===== config.mk =====
export PLATFORM = sky130hd
export DESIGN_NAME = ile_cell
export DESIGN_NICKNAME = d
export VERILOG_FILES = /design/src/hw/rtl/assert_macros.svh /design/src/hw/rtl/ile_pkg.sv /design/src/hw/rtl/ile_cell.sv
export SDC_FILE = /design/constraint.sdc
export NUM_CORES = 1
export LEC_CHECK = 0
export BUFFER_PORTS_ARGS = -buffer_cell sky130_fd_sc_hd__buf_2
export CORE_AREA = 2 2 108 110
export DETAILED_ROUTE_END_ITERATION = 10
export DIE_AREA = 0 0 110 112
export PLACE_DENSITY = 0.7
export SLEW_MARGIN = 20
export SYNTH_ARGS = -nofsm -noshare
export SYNTH_HDL_FRONTEND = slang
export SYNTH_SLANG_ARGS = --single-unit

===== constraint.sdc =====
create_clock -name clock -period 5.9 [get_ports clock]
set_clock_uncertainty 0.2 [all_clocks]
set_input_delay 0.295 -clock clock [delete_from_list [all_inputs] [get_ports clock]]
set_output_delay 0.295 -clock clock [all_outputs]
set_load 0.03 [all_outputs]

===== src/hw/rtl/assert_macros.svh =====
// assertion macros for the rtl files
`ifndef ASSERT_MACROS_SVH
`define ASSERT_MACROS_SVH

// same-cycle implication, held off during reset
`define ASSERT_IMPL(name, clk, rst, ante, cons) \
   name: assert property (@(posedge clk) disable iff (rst) (ante) |-> (cons)) \
      else $error("assertion failed");

// next-cycle implication, held off during reset
`define ASSERT_NEXT(name, clk, rst, ante, cons) \
   name: assert property (@(posedge clk) disable iff (rst) (ante) |=> (cons)) \
      else $error("assertion failed");

`endif


===== src/hw/rtl/ile_pkg.sv =====
// types, constants and helper functions of the indexed list engine
`default_nettype none

package ile_pkg;

   localparam int CAPACITY    = 64;
   localparam int IDX_W       = $clog2(CAPACITY);
   localparam int CNT_W       = $clog2(CAPACITY + 1);
   localparam int DATA_W      = 32;
   localparam int FUNC_W      = 4;
   localparam int INDEX_W     = 7;
   localparam int STATUS_W    = 3;
   localparam int POS_W       = 6;
   localparam int COUNT_W     = 7;
   localparam int AT_W        = ((INDEX_W > CNT_W) ? INDEX_W : CNT_W) + 1;
   localparam int REQ_TDATA_W = 48;
   localparam int RSP_TDATA_W = 16;

   typedef enum logic [FUNC_W-1:0] {
      FN_INS_FRONT = 4'd0,
      FN_INS_END   = 4'd1,
      FN_INS_AT    = 4'd2,
      FN_DEL_FRONT = 4'd3,
      FN_DEL_END   = 4'd4,
      FN_DEL_AT    = 4'd5,
      FN_SEARCH    = 4'd6,
      FN_ROTL      = 4'd7,
      FN_ROTR      = 4'd8
   } func_type;

   typedef enum logic [STATUS_W-1:0] {
      ST_OK       = 3'd0,
      ST_FULL     = 3'd1,
      ST_EMPTY    = 3'd2,
      ST_BADIDX   = 3'd3,
      ST_NOTFOUND = 3'd4
   } status_type;

   typedef enum logic [2:0] {
      CMD_HOLD,
      CMD_INSERT,
      CMD_DELETE,
      CMD_ROTL,
      CMD_ROTR
   } cell_op_type;

   // broadcast to every cell of the row
   typedef struct packed {
      cell_op_type               op;
      logic [IDX_W-1:0]          at;
      logic [CNT_W-1:0]          fill;
      logic signed [DATA_W-1:0]  value;
      logic signed [DATA_W-1:0]  head;
      logic signed [DATA_W-1:0]  tail;
   } cell_cmd_type;

   // lowest set bit of a match vector
   function automatic logic [IDX_W-1:0] first_set(input logic [CAPACITY-1:0] vec);
      logic [IDX_W-1:0] pos;
      pos = '0;
      for (int i = CAPACITY - 1; i >= 0; i--) begin
         if (vec[i]) begin
            pos = IDX_W'(i);
         end
      end
      return pos;
   endfunction

endpackage

`default_nettype wire


===== src/hw/rtl/ile_cell.sv =====
// one list entry: holds a value and picks its next value from its neighbours
`default_nettype none

module ile_cell (
   input  wire logic                                 clock,
   input  wire ile_pkg::cell_cmd_type                cmd,
   input  wire logic [ile_pkg::IDX_W-1:0]            cell_idx,
   input  wire logic signed [ile_pkg::DATA_W-1:0]    left_data,
   input  wire logic signed [ile_pkg::DATA_W-1:0]    right_data,
   input  wire logic signed [ile_pkg::DATA_W-1:0]    cmp_value,
   output logic signed [ile_pkg::DATA_W-1:0]         data,
   output logic                                      match,
   output logic [ile_pkg::DATA_W-1:0]                tail_part
);
   import ile_pkg::*;

   logic signed [DATA_W-1:0] data_ff;
   logic signed [DATA_W-1:0] data_in;
   logic [CNT_W-1:0]         idx_ext;
   logic [CNT_W-1:0]         at_ext;
   logic                     in_use;
   logic                     is_last;

   assign idx_ext = CNT_W'(cell_idx);
   assign at_ext  = CNT_W'(cmd.at);
   assign in_use  = idx_ext < cmd.fill;
   assign is_last = (idx_ext + CNT_W'(1)) == cmd.fill;

   assign data      = data_ff;
   assign match     = in_use && (data_ff == cmp_value);
   assign tail_part = is_last ? data_ff : '0;

   always_comb begin
      data_in = data_ff;
      case (cmd.op)
         CMD_INSERT: begin
            if (idx_ext == at_ext) begin
               data_in = cmd.value;
            end else if (idx_ext > at_ext && idx_ext <= cmd.fill) begin
               data_in = left_data;
            end
         end
         CMD_DELETE: begin
            if (idx_ext >= at_ext && (idx_ext + CNT_W'(1)) < cmd.fill) begin
               data_in = right_data;
            end
         end
         CMD_ROTL: begin
            if ((idx_ext + CNT_W'(1)) < cmd.fill) begin
               data_in = right_data;
            end else if (is_last) begin
               data_in = cmd.head;
            end
         end
         CMD_ROTR: begin
            if (idx_ext == '0) begin
               data_in = cmd.tail;
            end else if (in_use) begin
               data_in = left_data;
            end
         end
         default: begin
            data_in = data_ff;
         end
      endcase
   end

   always_ff @(posedge clock) begin
      data_ff <= data_in;
   end

endmodule

`default_nettype wire


==> out/summary.txt, run 1 <==
Slew HR: 44.7%
Post-synth top flop: edfxtp_1
Wire per inst: 18.4 um
I/O Pins: 280
Iter 0 DRT Violations: 135
Post-Syn Area: 3870 um2
Largest net degree at the start of global routing: 34
Die Wd: 110 um
Setup Total Neg Slack: 0 ns
Maximum clock rate: 328 MHz
Req. time, crit path: 5.60 ns
Yosys warning count: 0
Setup Viol. Count Final: 0
Post CTS Setup Buffer Count: 0
CP max stage delay: 0.74 ns
First-pass GRT wire length: 21.6 mm
Number of flops mapped to enable cells by yosys: 32
CP Capture Type: flip-flop
Area growth syn-to-layout: 43.5%
Family with the most delay on the worst path: compound AO/OA/AOI/OAI gates
Post-synthesis sequential area ratio: 24.9%
Drt pass-1 iters: 4
Worst path slowest cell: o221a_2
Final Hold Fails: 0
# hold bufs at CTS: 0
Max-cap violation count: 0
CTS Root Buffer Type: clkbuf_16
Final Slew Violations: 0
Proportion of layout cells with a drive suffix above 1: 46.8%
CTS max path bufs: 2
Nets: 889
Worst EP arrival: 2.75 ns
Status: completed
Synth cell types: 40
Pwr/cell area: 192 nW/um2
Vias: 4194
Vias in the first global route: 4198
Worst setup SP type: input port
Tmin final: 3.05 ns
Gpl congestion: 0.938
Avg Synthesized Cell Area: 10.1 um2
Maximum level of the CTS H-tree: 2
Total Power: 0.00106 W
Remaining Overflow, GRT: 0
Die footprint: 12300 um2
Top-area cell type share of the netlist area: 24.9%
Vias per cell: 5.24
GRT Total Usage: 23.0%
Post-route ant nets: 0
Die height: 112 um
Worst path cell trace: buf_2 -> ha_1 -> nand3_1 -> xnor2_1 -> ha_1 -> nand4_1 -> nor3_2 -> buf_4 -> o21ba_1 -> o221a_2
Mapped Cells: 382
Leak pwr: 2.52 nW
FP Rows: 39
Post-cts sizing count: 0
Post-synth top cells: 64 x mux2i_1, 35 x xnor2_1, 33 x o22ai_1
Sink Count: 32
Post-synthesis async set-or-reset flop share: 0%
Detailed Route WL: 14.7 mm
RSZ-0062 raised after global routing: no
Dominant cells by area after synthesis: edfxtp_1 25%, mux2i_1 17%, mux2_1 9.3%
Most common cell in the netlist: mux2i_1
Initial antenna violation count: 3
Final worst path period share: 51.7%
CP Buf/Inv Count: 2
PortBufs: 279
Top cell by count, worst path: ha_1
Clock tree from TritonCTS: done
Worst hold path class: in -> reg
Post-Syn Nets: 618
Starting density of the core: 34.6%
Max FFs per register: 32
Residual DRC: 0
Area of the core: 11200 um2
Worst slew pin tran: 0.829 ns
FF+latch count, synth: 32
Peak fanout along the critical path: 33
Num CTS Buffers: 5
Area leader, netlist: edfxtp_1
Max VDD drop: 0.117 mV
Clk pin slew, worst setup/hold paths: 0.05 ns
DP Wirelength: 12.0 mm
Crit Path Class: in -> reg
final timing paths:
kind | from | end | cells after the start
hold / removal | right_data[27] | data[27] | 2
setup / recovery | cell_idx[1] | data[16] | 10
cell families after synthesis:
kind of cell	Yosys count	share of synthesized area, %
AOI/OAI and AO/OA	84	17.0
xor gates and xnor gates	36	8.16
adders and majority gates	21	6.80
buffers and inverters	40	5.34
DFF	32	24.9
muxes	96	25.9
and+or+nand+nor	73	11.9
cell usage in the layout, fill, tap and decap left out, types with 2 or more instances in the layout:
cell,Yosys,layout
and2_1,32,32
nand4_1,10,10
edfxtp_1,32,32
nand3_1,5,5
mux2_1,32,32
inv_1,15,15
clkbuf_16,0,5
buf_4,0,9
nor4_1,2,2
buf_2,9,279
a221o_1,32,32
nor2b_1,2,2
and3_1,2,2
nand2b_1,2,2
nand2_1,5,5
a21o_1,2,2
nor2_2,0,2
o21ai_0,2,2
a21oi_1,7,7
diode_2,0,3
nor2_1,4,2
o22ai_1,33,33
nand3b_1,2,2
ha_1,21,21
xnor2_1,35,35
mux2i_1,64,64
per-stage QoR:
step	std cells	util [%]	hold WS [ns]	instance area, um2	setup WS (ns)
after global routing	800	49.6	0.131	5550	2.59
after floorplan	382	-	0.310	3870	2.88
after CTS	797	49.6	0.130	5540	2.84
after global placement	789	48.1	0.409	5370	2.64
after detailed placement	789	48.1	0.415	5370	2.55
final	800	49.6	0.135	5550	2.85
power by group:
part / leakage (nW) / total [W] / switching, W / internal [W]
registers: 0.298 / 0.000349 / 0.0000467 / 0.000302
clock network: 0.0798 / 0.000293 / 0.0000944 / 0.000198
logic: 2.14 / 0.000423 / 0.000238 / 0.000186
per-layer routing:
layer  routed length [um]  vias up  global-route usage [%]
met3                  898       26                    2.63
met4                  358        0                    7.51
li1                     -     2042                       -
met2                 7450      190                    41.4
met5                    0        -                       0
met1                 5980     1936                    27.8
final cells by class:
| class | count | area [um2] |
|---|---|---|
| repair buffers | 288 | 1460 |
| fillers | 1037 | 5630 |
| flip-flops and latches | 32 | 961 |
| inverters | 16 | 60.1 |
| well taps | 143 | 179 |
| clock buffers | 5 | 125 |
| clock inverters | 3 | 42.5 |
| multi-input cells | 310 | 2710 |
| diodes | 3 | 7.51 |
Power figures use the tool's default switching activity.
==> inputs of run 2 (changes only) <==
CORE_AREA = 2 2 107 109   (was 2 2 108 110)
DIE_AREA = 0 0 109 111   (was 0 0 110 112)
PLACE_DENSITY = 0.74   (was 0.7)
clock period = 2.7 ns   (was 5.9 ns; I/O delays follow)
==> run 2 against run 1 <==
Compared with the run above: die area down 1.8%; sequential share of layout area fell by 1.5 points; first-iteration DRC count grew 110%; critical path depth increased by 2; sequential power rose by 120%; power is 130% higher; global-route usage up 1.1 points; final cell count is 4.9% higher; clock-buffer cell count rose by 1; via count increased by 6.3%; clock power increased by 120%; critical path type unchanged; largest cell class unchanged.
==> out/summary.txt, run 2 (same netlist as run 1, synthesis figures left out) <==
Pre-CTS setup slack: -0.155 ns (was 2.55 ns)
Vias in the first global route: 4579 (was 4198)
Worst path depth: 12 (was 10)
CP Capture Type: flip-flop (unchanged)
Iter 0 DRT Violations: 284 (was 135)
Pwr/cell area: 403 nW/um2 (was 192 nW/um2)
CP max stage delay: 0.34 ns (was 0.74 ns)
Req. time, crit path: 2.52 ns (was 5.60 ns)
Worst EP arrival: 2.42 ns (was 2.75 ns)
Area of the core: 11100 um2 (was 11200 um2)
Worst slew pin tran: 0.513 ns (was 0.829 ns)
Die height: 111 um (was 112 um)
Clock tree from TritonCTS: done (unchanged)
Detailed Route WL: 15.7 mm (was 14.7 mm)
Post-Layout Cell Count: 839 (was 800)
Post-route ant nets: 0 (unchanged)
Leak pwr: 2.76 nW (was 2.52 nW)
Clk pin slew, worst setup/hold paths: 0.06 ns (was 0.05 ns)
Worst hold path cell count: 2 (unchanged)
Worst hold path class: in -> reg (unchanged)
Setup Total Neg Slack: 0 ns (unchanged)
Worst setup SP type: input port (unchanged)
Maximum clock rate: 385 MHz
Final Slew Violations: 0 (unchanged)
Maximum level of the CTS H-tree: 2 (unchanged)
Final worst setup slack: 0.0998 ns (was 2.85 ns)
GRT Total Usage: 24.0% (was 23.0%)
Worst path slowest cell: mux2_1 (was o221a_2)
# placed instances: 800 (was 789)
Met1 WL: 6.08 mm (was 5.98 mm)
Nets: 931 (was 889)
Area growth syn-to-layout: 57.1% (was 43.5%)
Slew HR: 65.8% (was 44.7%)
Family with the most delay on the worst path: compound AO/OA/AOI/OAI gates (unchanged)
FP Rows: 39 (unchanged)
Status: completed (unchanged)
Vias per cell: 5.32 (was 5.24)
I/O Pins: 280 (unchanged)
CTS Root Buffer Type: clkbuf_16 (unchanged)
Tmin final: 2.60 ns
Setup Viol. Count Final: 0 (unchanged)
Gpl congestion: 0.902 (was 0.938)
Max VDD drop: 0.215 mV (was 0.117 mV)
Total Power: 0.00245 W (was 0.00106 W)
PortBufs: 279 (unchanged)
Die footprint: 12100 um2 (was 12300 um2)
Wire per inst: 18.7 um (was 18.4 um)
Commonest cells after routing, fill and taps aside: 279 x buf_2, 64 x mux2i_1, 34 x xnor2_1 (was 279 x buf_2, 64 x mux2i_1, 35 x xnor2_1)
DR top layer: met4 (unchanged)
First-pass GRT wire length: 22.7 mm (was 21.6 mm)
Ant. Diodes: 0 (was 3)
Source of the critical timing path: cell_idx[0] (was cell_idx[1])
Max-cap violation count: 0 (unchanged)
Placed Area: 5530 um2 (was 5370 um2)
Proportion of layout cells with a drive suffix above 1: 47.0% (was 46.8%)
Initial antenna violation count: 0 (was 3)
Remaining Overflow, GRT: 0 (unchanged)
Sink Count: 32 (unchanged)
DR WL met3: 1.27 mm (was 898 um)
Worst path cell trace: buf_2 -> ha_4 -> nand3_1 -> xnor2_1 -> ha_1 -> a211oi_2 -> nor2_2 -> nor3_4 -> buf_6 -> buf_12 -> mux2_1 -> a221o_1 (was buf_2 -> ha_1 -> nand3_1 -> xnor2_1 -> ha_1 -> nand4_1 -> nor3_2 -> buf_4 -> o21ba_1 -> o221a_2)
CTS max path bufs: 2 (unchanged)
Final Hold Fails: 0 (unchanged)
Drt pass-1 iters: 4 (unchanged)
Largest net degree at the start of global routing: 35 (was 34)
Residual DRC: 0 (unchanged)
CP Buf/Inv Count: 3 (was 2)
DP Wirelength: 12.4 mm (was 12.0 mm)
Met2 Routed Length: 7.95 mm (was 7.45 mm)
Die Wd: 109 um (was 110 um)
Max FFs per register: 32 (unchanged)
Final worst path period share: 96.3%
Vias: 4460 (was 4194)
Setup crit end: data[26] (was data[16])
Num CTS Buffers: 5 (unchanged)
Commonest non-fill, non-tap cell in the layout: buf_2 (unchanged)
Fin area: 6070 um2 (was 5550 um2)
Starting density of the core: 34.9% (was 34.6%)
Peak fanout along the critical path: 9 (was 33)
Crit Path Class: in -> reg (unchanged)
[run 2: stage by stage]
stage          utilization, %  hold WS, ns
6_report                 54.8      0.00431
5_1_grt                  54.8      0.00538
4_1_cts                  53.5     0.000777
3_5_place_dp             49.9        0.254
3_3_place_gp             49.9        0.249
2_1_floorplan               -        0.150
[run 2: worst min path at each step]
stage | start | to | slack, ns
after floorplan | right_data[18] | data[18] | 0.15
after global placement | right_data[1] | data[1] | 0.25
after detailed placement | right_data[15] | data[15] | 0.25
after CTS | right_data[18] | data[18] | 0.0008
after global routing | right_data[30] | data[30] | 0.005
final | right_data[4] | data[4] | 0.004
[run 2: layout make-up]
| cell class | count | area, um2 |
|---|---|---|
| Clock inverter | 2 | 35.0 |
| Timing Repair Buffer | 330 | 1950 |
| Clock buffer | 6 | 129 |
| Tap cell | 143 | 179 |
| Fill cell | 1014 | 5000 |
| Inverter | 16 | 60.1 |
| Sequential cell | 32 | 961 |
| Multi-Input combinational cell | 310 | 2760 |
[run 2: power breakdown]
group | total, W | internal (W) | switching (W)
registers | 0.000759 | 0.000659 | 0.000100
logic | 0.00105 | 0.000488 | 0.000565
clock network | 0.000634 | 0.000433 | 0.000200
[run 2: metal layers]
metal / track usage [%] / up-vias
li1: - / 2120
met1: 28.6 / 2065
met2: 42.3 / 239
met3: 4.41 / 36
met4: 8.72 / 0
met5: 0 / -
[run 2: timing repair]
action / 4_1_cts / 5_1_grt
endpoints found under the setup margin: 0 / 63
hold endpoints to repair: 24 / 1
buffers inserted: 0 / 1
gates resized for setup: 0 / 12
hold buffers: 24 / 1
==> inputs of run 3 (changes only) <==
ABC_AREA = 1   (was unset)
CORE_AREA = unset   (was 2 2 107 109)
CORE_MARGIN = 2   (was unset)
CORE_UTILIZATION = 40   (was unset)
DIE_AREA = unset   (was 0 0 109 111)
PLACE_DENSITY = 0.79   (was 0.74)
==> run 3 against run 2 <==
Compared with the run above: cell area is 2.8% higher; sequential share of layout area is 0.43 points lower; fmax grew 14%; first-iteration DRC count is 4.2% higher; synthesized cell count grew 91%; combinational power about the same; clock-buffer cell count is 1 lower; sequential cell count stayed put; via count up 20%.
==> out/summary.txt, run 3 <==
Fill count: 1116 (was 1014)
FP Rows: 38 (was 39)
Setup Total Neg Slack: 0 ns (unchanged)
Iter 0 DRT Violations: 296 (was 284)
Commonest cells after routing, fill and taps aside: 299 x nand2_1, 279 x buf_2, 126 x inv_1 (was 279 x buf_2, 64 x mux2i_1, 34 x xnor2_1)
Clk pin slew, worst setup/hold paths: 0.05 ns (was 0.06 ns)
Max FFs per register: 32 (unchanged)
Post-cts sizing count: 0 (unchanged)
Post-synth top cells: 299 x nand2_1, 126 x inv_1, 52 x nor2_1, 39 x nand3_1, 34 x o211ai_1 (was 64 x mux2i_1, 35 x xnor2_1, 33 x o22ai_1)
Clock Power Share: 26.5% (was 25.9%)
Nets: 1230 (was 931)
CP Capture Type: primary output (was flip-flop)
Most common cell in the netlist: nand2_1 (was mux2i_1)
Fin area: 6240 um2 (was 6070 um2)
Remaining Overflow, GRT: 0 (unchanged)
Mapped Cells: 729 (was 382)
Worst slew pin tran: 0.582 ns (was 0.513 ns)
Die height: 110 um (was 111 um)
Yosys warning count: 0 (unchanged)
DP Wirelength: 12.1 mm (was 12.4 mm)
Max VDD drop: 0.267 mV (was 0.215 mV)
Setup crit end: tail_part[9] (was data[26])
Num CTS Buffers: 5 (unchanged)
Dominant cells by area after synthesis: nand2_1 25%, edfxtp_1 21%, inv_1 10% (was edfxtp_1 25%, mux2i_1 17%, mux2_1 9.3%)
Post-Syn Nets: 965 (was 618)
Final worst path period share: 84.6% (was 96.3%)
Source of the critical timing path: cell_idx[0] (unchanged)
I/O Pins: 280 (unchanged)
Initial antenna violation count: 1 (was 0)
Register area: 961 um2 (unchanged)
Slew HR: 61.2% (was 65.8%)
Area of the core: 10900 um2 (was 11100 um2)
Vias in the first global route: 4905 (was 4579)
Vias per cell: 4.71 (was 5.32)
Proportion of layout cells with a drive suffix above 1: 34.1% (was 47.0%)
Tmin final: 2.29 ns (was 2.60 ns)
Clock tree from TritonCTS: done (unchanged)
PortBufs: 279 (unchanged)
Final Slew Violations: 0 (unchanged)
Max-cap violation count: 0 (unchanged)
P_int: 0.00149 W (was 0.00158 W)
Post-synthesis async set-or-reset flop share: 0% (unchanged)
Multi-input gate area: 2910 um2 (was 2760 um2)
Met3 usage: 4.12% (was 4.41%)
Synth cell types: 25 (was 40)
Post-route ant nets: 0 (unchanged)
Drt pass-1 iters: 5 (was 4)
Top-area cell type share of the netlist area: 24.9% (about the same)
Pwr/cell area: 388 nW/um2 (was 403 nW/um2)
Sink Count: 32 (unchanged)
FF+latch count, synth: 32 (unchanged)
CTS Root Buffer Type: clkbuf_16 (unchanged)
Largest net degree at the start of global routing: 65 (was 35)
Final Hold Fails: 0 (unchanged)
Commonest non-fill, non-tap cell in the layout: nand2_1 (was buf_2)
Met1 usage: 30.6% (was 28.6%)
Peak fanout along the critical path: 32 (was 9)
Req. time, crit path: 2.37 ns (was 2.52 ns)
Post-synth top flop: edfxtp_1 (unchanged)
Comb power frac: 42.5% (was 43.0%)
Post-Syn Area: 4520 um2 (was 3870 um2)
Core Util, Final: 57.1% (was 54.8%)
Vias: 5345 (was 4460)
Number of flops mapped to enable cells by yosys: 32 (unchanged)
Area leader, netlist: nand2_1 (was edfxtp_1)
Die footprint: 12200 um2 (was 12100 um2)
Worst setup SP type: input port (unchanged)
Wire per inst: 13.7 um (was 18.7 um)
Net switching power: 0.000926 W (was 0.000865 W)
Worst hold path class: in -> reg (unchanged)
GR Util met2: 45.7% (was 42.3%)
Gpl congestion: 0.890 (was 0.902)
Flop pwr share: 31.0% (was 31.1%)
GRT Total Usage: 25.1% (was 24.0%)
Placed Area: 6070 um2 (was 5530 um2)
Crit Path Class: in -> out (was in -> reg)
First-pass GRT wire length: 23.6 mm (was 22.7 mm)
Status: completed (unchanged)
CTS max path bufs: 2 (unchanged)
Starting density of the core: 41.3% (was 34.9%)
Global route hottest layer: met2 (unchanged)
RSZ-0062 raised after global routing: no
Avg Synthesized Cell Area: 6.19 um2 (was 10.1 um2)
Detailed Route WL: 15.6 mm (was 15.7 mm)
Setup Viol. Count Final: 0 (unchanged)
Leak pwr: 3.73 nW (was 2.76 nW)
Residual DRC: 0 (unchanged)
Post-synthesis sequential area ratio: 21.3% (was 24.9%)
Die Wd: 110 um (was 109 um)
Worst EP arrival: 1.95 ns (was 2.42 ns)
Area growth syn-to-layout: 38.2% (was 57.1%)
Maximum clock rate: 438 MHz (was 385 MHz)
Maximum level of the CTS H-tree: 2 (unchanged)
Sw Ratio: 38.3% (was 35.4%)
[run 3: changes by cell type after synthesis, moves of 34 or more]
cell,previous run,this run
inv_1,15,126
mux2i_1,64,0
nand2_1,5,299
nand3_1,5,39
nor2_1,4,52
o211ai_1,0,34
[run 3: stage by stage]
| stage | cells | setup slack, ns | power [W] | hold slack (ns) |
|---|---|---|---|---|
| 2_1_floorplan | 729 | 0.101 | 0.00138 | 0.181 |
| 3_3_place_gp | 1126 | 0.196 | 0.00178 | 0.283 |
| 3_5_place_dp | 1126 | 0.158 | 0.00179 | 0.285 |
| 4_1_cts | 1135 | 0.416 | 0.00244 | 0.00181 |
| 5_1_grt | 1136 | 0.209 | 0.00259 | 0.00291 |
| 6_report | 1136 | 0.415 | 0.00242 | 0.00499 |
[run 3: power groups by stage]
stage | Clock [W] | Combinational (W) | Sequential (W)
floorplan | 0 | 0.000492 | 0.000887
global placement | 0 | 0.00102 | 0.000762
detailed placement | 0 | 0.00103 | 0.000763
CTS | 0.000656 | 0.00104 | 0.000753
global route | 0.000679 | 0.00116 | 0.000760
finish | 0.000642 | 0.00103 | 0.000750
[run 3: layer usage]
| metal | vias to the layer above | share of wire [%] |
|---|---|---|
| met5 | - | 0 |
| met4 | 0 | 1.3 |
| met3 | 14 | 7.9 |
| met2 | 231 | 49 |
| met1 | 2284 | 42 |
| li1 | 2816 | - |
[run 3: worst max-delay path, cell delays in order]
cell     delay [ns]
buf_2          0.12
ha_1           0.22
nand3_1        0.12
xor2_1         0.15
inv_1          0.06
ha_1           0.29
nand2_1        0.05
nor2_1         0.11
nand2_1        0.08
buf_4          0.26
nor2_1         0.13
buf_2          0.20
[run 3: cells by family after synthesis]
| group | share of synthesized area [%] |
|---|---|
| and+or+nand+nor | 35.9 |
| buffers and inverters | 15.2 |
| AOI/OAI and AO/OA | 15.8 |
| DFF | 21.3 |
| xor gates and xnor gates | 6.01 |
| adders and majority gates | 5.82 |
[run 3: cell type report]
cell class | instances | area share [%]
antenna | 1 | 0.0401
tap | 140 | 2.81
clock buffer | 5 | 2.00
sequential | 32 | 15.4
multi-input combinational | 534 | 46.6
inverter | 128 | 7.70
clock inverter | 3 | 0.601
timing repair buffer | 293 | 24.9
[run 3: how the worst min path moves through the flow]
| stage | from | end | slack (ns) | cells after the start |
|---|---|---|---|---|
| after detailed placement | cmd[91] | data[27] | 0.29 | 3 |
| after global routing | cmd[64] | data[0] | 0.003 | 3 |
| after floorplan | cmd[71] | data[7] | 0.18 | 2 |
| final | cmd[67] | data[3] | 0.005 | 3 |
| after global placement | cmd[78] | data[14] | 0.28 | 3 |
| after CTS | cmd[94] | data[30] | 0.002 | 3 |
[run 3: repair_timing]
action / 4_1_cts / 5_1_grt
hold buffers: 1 / 0
endpoints found under the hold margin: 1 / 0
buffers inserted: 0 / 0
